### src/rtl/core/ist_ram.sv
`default_nettype none
// ----------------------------------------------------------------------------
// ist_ram
// Simple dual-port RAM: one write port, one read port, registered read.
// ----------------------------------------------------------------------------
module ist_ram #(
    parameter int WIDTH = 33,
    parameter int DEPTH = 128,
    localparam int ADDR_W = (DEPTH > 1) ? $clog2(DEPTH) : 1
) (
    input  wire logic              clk,
    input  wire logic              wr_en,
    input  wire logic [ADDR_W-1:0] wr_addr,
    input  wire logic [WIDTH-1:0]  wr_data,
    input  wire logic              rd_en,
    input  wire logic [ADDR_W-1:0] rd_addr,
    output logic      [WIDTH-1:0]  rd_data
);

    logic [WIDTH-1:0] mem [DEPTH];

    always_ff @(posedge clk)
    begin
        if (wr_en)
        begin
            mem[wr_addr] <= wr_data;
        end
        if (rd_en)
        begin
            rd_data <= mem[rd_addr];
        end
    end

endmodule : ist_ram
`default_nettype wire

### config.mk
export PLATFORM = sky130hd
export DESIGN_NAME = ist_ram
export DESIGN_NICKNAME = d
export VERILOG_FILES = /design/src/rtl/core/ist_ram.sv
export SDC_FILE = /design/constraint.sdc
export NUM_CORES = 2
export LEC_CHECK = 0
export BUFFER_PORTS_ARGS = -buffer_cell sky130_fd_sc_hd__buf_2
export CAP_MARGIN = 10
export CORE_MARGIN = 5
export CORE_UTILIZATION = 35
export CTS_CLUSTER_DIAMETER = 120
export CTS_CLUSTER_SIZE = 10
export DETAILED_ROUTE_END_ITERATION = 12
export HOLD_SLACK_MARGIN = 0.08
export PLACE_DENSITY = 0.58
export SYNTH_ARGS = -nofsm -noshare
export SYNTH_HDL_FRONTEND = slang
export SYNTH_MEMORY_MAX_BITS = 65536
export SYNTH_SLANG_ARGS = --single-unit
### constraint.sdc
create_clock -name clk -period 3.75 [get_ports clk]
set_input_delay 0.1875 -clock clk [delete_from_list [all_inputs] [get_ports clk]]
set_output_delay 0.1875 -clock clk [all_outputs]
set_load 0.005 [all_outputs]
* After elaboration in Yosys (flattened, before gate mapping)
Memories as Yosys holds them, arrays and structs flattened. A register that Yosys moved wholly into a read port is not among the register bits.
Index checks and enable logic that the tools add are counted.
** Storage, ports and cells
- Memories kept :: 1
- Output and inout port bits :: 33
- RAM bits :: 4224
- Flip-flop bits (word level) :: 0
- Input port bits :: 50
- Word-level logic and storage cells :: 3
** Operators by class
- Mux-type cells :: 2
** Memory list
- mem :: depth 128, width 33, rd ports 1, clocked after memory_dff 1, write ports 1, line 20 : logic [WIDTH-1:0] mem [DEPTH];
** Operators by type and width (number)
- $mux 1 :: 2

* Logic depth before layout (Yosys ltp)
- Depth in word-level cells :: 2
- Gate-level depth with buffers :: 8
- Mapped depth without buffers :: 4

* Worst setup path before layout
No wires, ideal clock.
- Path type :: input port to flip-flop
- Start point :: input port wr_en
- End point :: memory mem[98][0], enable pin
- Setup time :: 0.464 ns
- Slack :: 0.254 ns
- Required time :: 3.286 ns
- Stages :: 3
- Arrival :: 3.032 ns
- Buffers on the path :: 1
- Cell sequence :: clkbuf_1 > nand4_1 > nor3_1
** Between the ends
- Word-level cells in the longest chain between the ends :: 2
** Ends and longest elaborated chain
- start, declared :: line 12 : input wire logic wr_en,
- $mux 1 :: line 24 : if (wr_en)
- $mux 1 (not written as such) :: line 26 : mem[wr_addr] <= wr_data;
- end, declared :: line 20
Every way passes these cells.

==> flow_summary.ini <==
[status]
outcome = completed

[cts]
h-tree-depth = 5
cts-hold-fix-buffers = 47
clk-insertion-delay-late_ns = 0.99
register_clock_pin_slew_on_the_reported_worst_setup_and_hold_paths_ns = 0.06
cts_tree = built
cts-buffers-inserted = 464
cts_repair_resize_count = 0
cts_max_path_buffers = 4
postCtsSetupRepairBufs = 0
cts.root.buffer_cell = sky130_fd_sc_hd__clkbuf_16
cts.sinks = 4257

[sta]
tns_ns = 0
setup_viol = 0
grt_setup_unrepaired = false
finalWorstPathRequiredPeriod_ns = 3.58
hold_violations = 0
fmax_mhz = 280
final_min_period_over_clock_period_pct = 95.4
drv_slew = 0
holdWs_ns = 0.139
clock_skew_ns = 0.0899
fin_ws_ns = 0.173
worst_pin_slew_ns = 1.25
slew_headroom_pct = 16.6

[place]
gp_routability_congestion = 0.787
dp_worst_setup_slack_ns = 0.196
place.detailed.hpwl_um = 260000
numPortBuffers = 82
placed_area_um2 = 174000
placedCellCount = 12500

[worst_setup_path]
critPathSlowestCell = sky130_fd_sc_hd__mux4_2
critical_path_required_ns = 4.48
timing.critical_path.max_delay_family = multiplexers
startpoint_type = flop
worstReg2RegStart = mem[18][23]$_DFFE_PP_
worstRegToRegCells = 6
endpoint_kind = flop
ff2ff_setup_slack_ns = 0.17
regToRegEndpoint = rd_data[23]$_DFFE_PP_
crit_path_max_incr_delay_ns = 0.64
arrival_time_of_data_at_the_critical_path_endpoint_ns = 4.31
timing.critical_path.cells = mux4_2 -> mux4_2 -> mux4_2 -> dlygate4sd3_1 -> mux2_2 -> dlygate4sd3_1
cell_mode_on_critical_path = sky130_fd_sc_hd__mux4_2
worst_path_maximum_fanout = 1
worst-path-buf-inv = 2
timing.setup.critical_path_class = reg -> reg

[routing]
drt-wirelength-per-cell_um = 35.0
drt-vias-per-instance = 5.69
drt-initial-drc-count = 10400
route.antenna.remaining_nets = 0
dr_total_vias = 74400
drt_wl_total_um = 457000
drc_violation_count_after_routing = 0
drt_pass1_iterations = 5

[synthesis]
syn-instance-count = 6171
synth.yosys.warnings = 0
synthDominantAreaCellType = sky130_fd_sc_hd__edfxtp_1
synth-seq-area-share_pct = 79.2
syn-num-nets = 6221
post_synth.cell_area_avg_um2 = 26.2
ys_ff_latch = 4257
distinct_cells_synth = 15
synth_area_um2 = 161000
yosys-top-cells-area = sky130_fd_sc_hd__edfxtp_1, sky130_fd_sc_hd__mux4_2, sky130_fd_sc_hd__clkbuf_1, sky130_fd_sc_hd__buf_2, sky130_fd_sc_hd__nor2_1
synthDominantCellAreaShare_pct = 79.2

[finish]
post_route_cells_drive_above_1_share_pct = 37.0
mostFrequentLayoutCells = sky130_fd_sc_hd__edfxtp_1, sky130_fd_sc_hd__mux4_2, sky130_fd_sc_hd__clkbuf_16, sky130_fd_sc_hd__buf_4, sky130_fd_sc_hd__buf_12
post-route-cell-area_um2 = 187000
synthToLayoutAreaGrowth_pct = 15.8
post_layout_nonfiller_instances = 13100
area_taken_by_multi_input_logic_gates_um2 = 33200
layout.area.seq_um2 = 128000
final_nets = 6913
layout.core_utilization_pct = 40.7
fillCellCount = 39400
layout_commonest_cell = sky130_fd_sc_hd__edfxtp_1

[power_and_ir_drop]
ir_worst_vdd_mv = 0.417
power_leakage_nw = 56.6
total_power_mw = 97.4
power.density_cell_area_nw_per_um2 = 521

[die]
initial_standard_cell_utilization_of_the_core_pct = 35.1
core_area_um2 = 460000
die_area_um2 = 475000
row_count = 249
die_w_um = 689
total_i_o_pin_count = 83
floorplan.die.height_um = 689

[grt]
grt_pass1_vias = 75800
grt_overflow = 0
first_pass_grt_wire_length_um = 628000
antenna_found_initial = 94
gr-usage-all-layers_pct = 19.0
largest_net_degree_at_the_start_of_global_routing = 129

[job]
drv_cap = 0

[hold_path]
hold_depth = 5
worstHoldEndpoint = mem[122][29]$_DFFE_PP_
worstHoldStart = wr_addr[6]
worstHoldPathType = in -> reg
synth_stat cells (all sizes together):
master	instances
buf	141
nand2b	2
mux4	1386
nor2b	7
nor3	9
mux2	33
nor2	122
nand2	14
edfxtp	4257
nand4	3
or3	1
clkbuf	184
nand3	12
layer usage:
metal	global-route usage (%)	routed length (µm)	part of all wire, %
met1	26.6	183000	40
met2	30.4	219000	48
met3	4.48	44300	9.7
met4	4.33	10900	2.4
met5	0	283	0.062
report_power, final:
part / internal, mW / switching (mW) / leakage [nW]
sequential: 52.6 / 0.182 / 38.3
clock: 22.0 / 17.2 / 5.99
combinational: 2.11 / 3.30 / 12.3
cell families (layout without fill, tap and decap cells):
| family | Yosys count | in the layout | synth area share (%) |
|---|---|---|---|
| muxes | 1419 | 1419 | 19.6 |
| DFF | 4257 | 4257 | 79.2 |
| and+or+nand+nor | 170 | 170 | 0.432 |
| other | 0 | 25 | 0 |
| buffers and inverters | 325 | 1044 | 0.833 |
area by class of cell:
| type | instances | share of cell area (%) |
|---|---|---|
| flip-flops and latches | 4257 | 68.3 |
| multi-input cells | 1589 | 17.8 |
| clock buffers | 471 | 6.30 |
| diodes | 25 | 0.0334 |
| repair buffers | 551 | 3.19 |
| clock inverters | 22 | 0.235 |
| well taps | 6149 | 4.11 |
worst reg2reg max path: cells and delay by family (launching register included):
family | cells | cell delay, ns
muxes | 4 | 1.87
buffers and inverters | 2 | 1.11
DFF | 1 | 0.36
worst max-delay path by stage:
stage / startpoint / end / slack (ns) / cells after the start
CTS: mem[20][23]$_DFFE_PP_ / rd_data[23]$_DFFE_PP_ / 0.18 / 6
finish: mem[18][23]$_DFFE_PP_ / rd_data[23]$_DFFE_PP_ / 0.17 / 6
global route: mem[20][23]$_DFFE_PP_ / rd_data[23]$_DFFE_PP_ / 0.11 / 6
global placement: rd_addr[0] / rd_data[0]$_DFFE_PP_ / 0.18 / 7
detailed placement: rd_addr[0] / rd_data[0]$_DFFE_PP_ / 0.20 / 7
floorplan: wr_en / mem[98][0]$_DFFE_PP_ / 0.25 / 3
registers in the layout, indices dropped and copies added, names as in the netlist:
register	flops
mem	4224
rd_data	33
No activity file was read; power rests on OpenSTA's default activity.
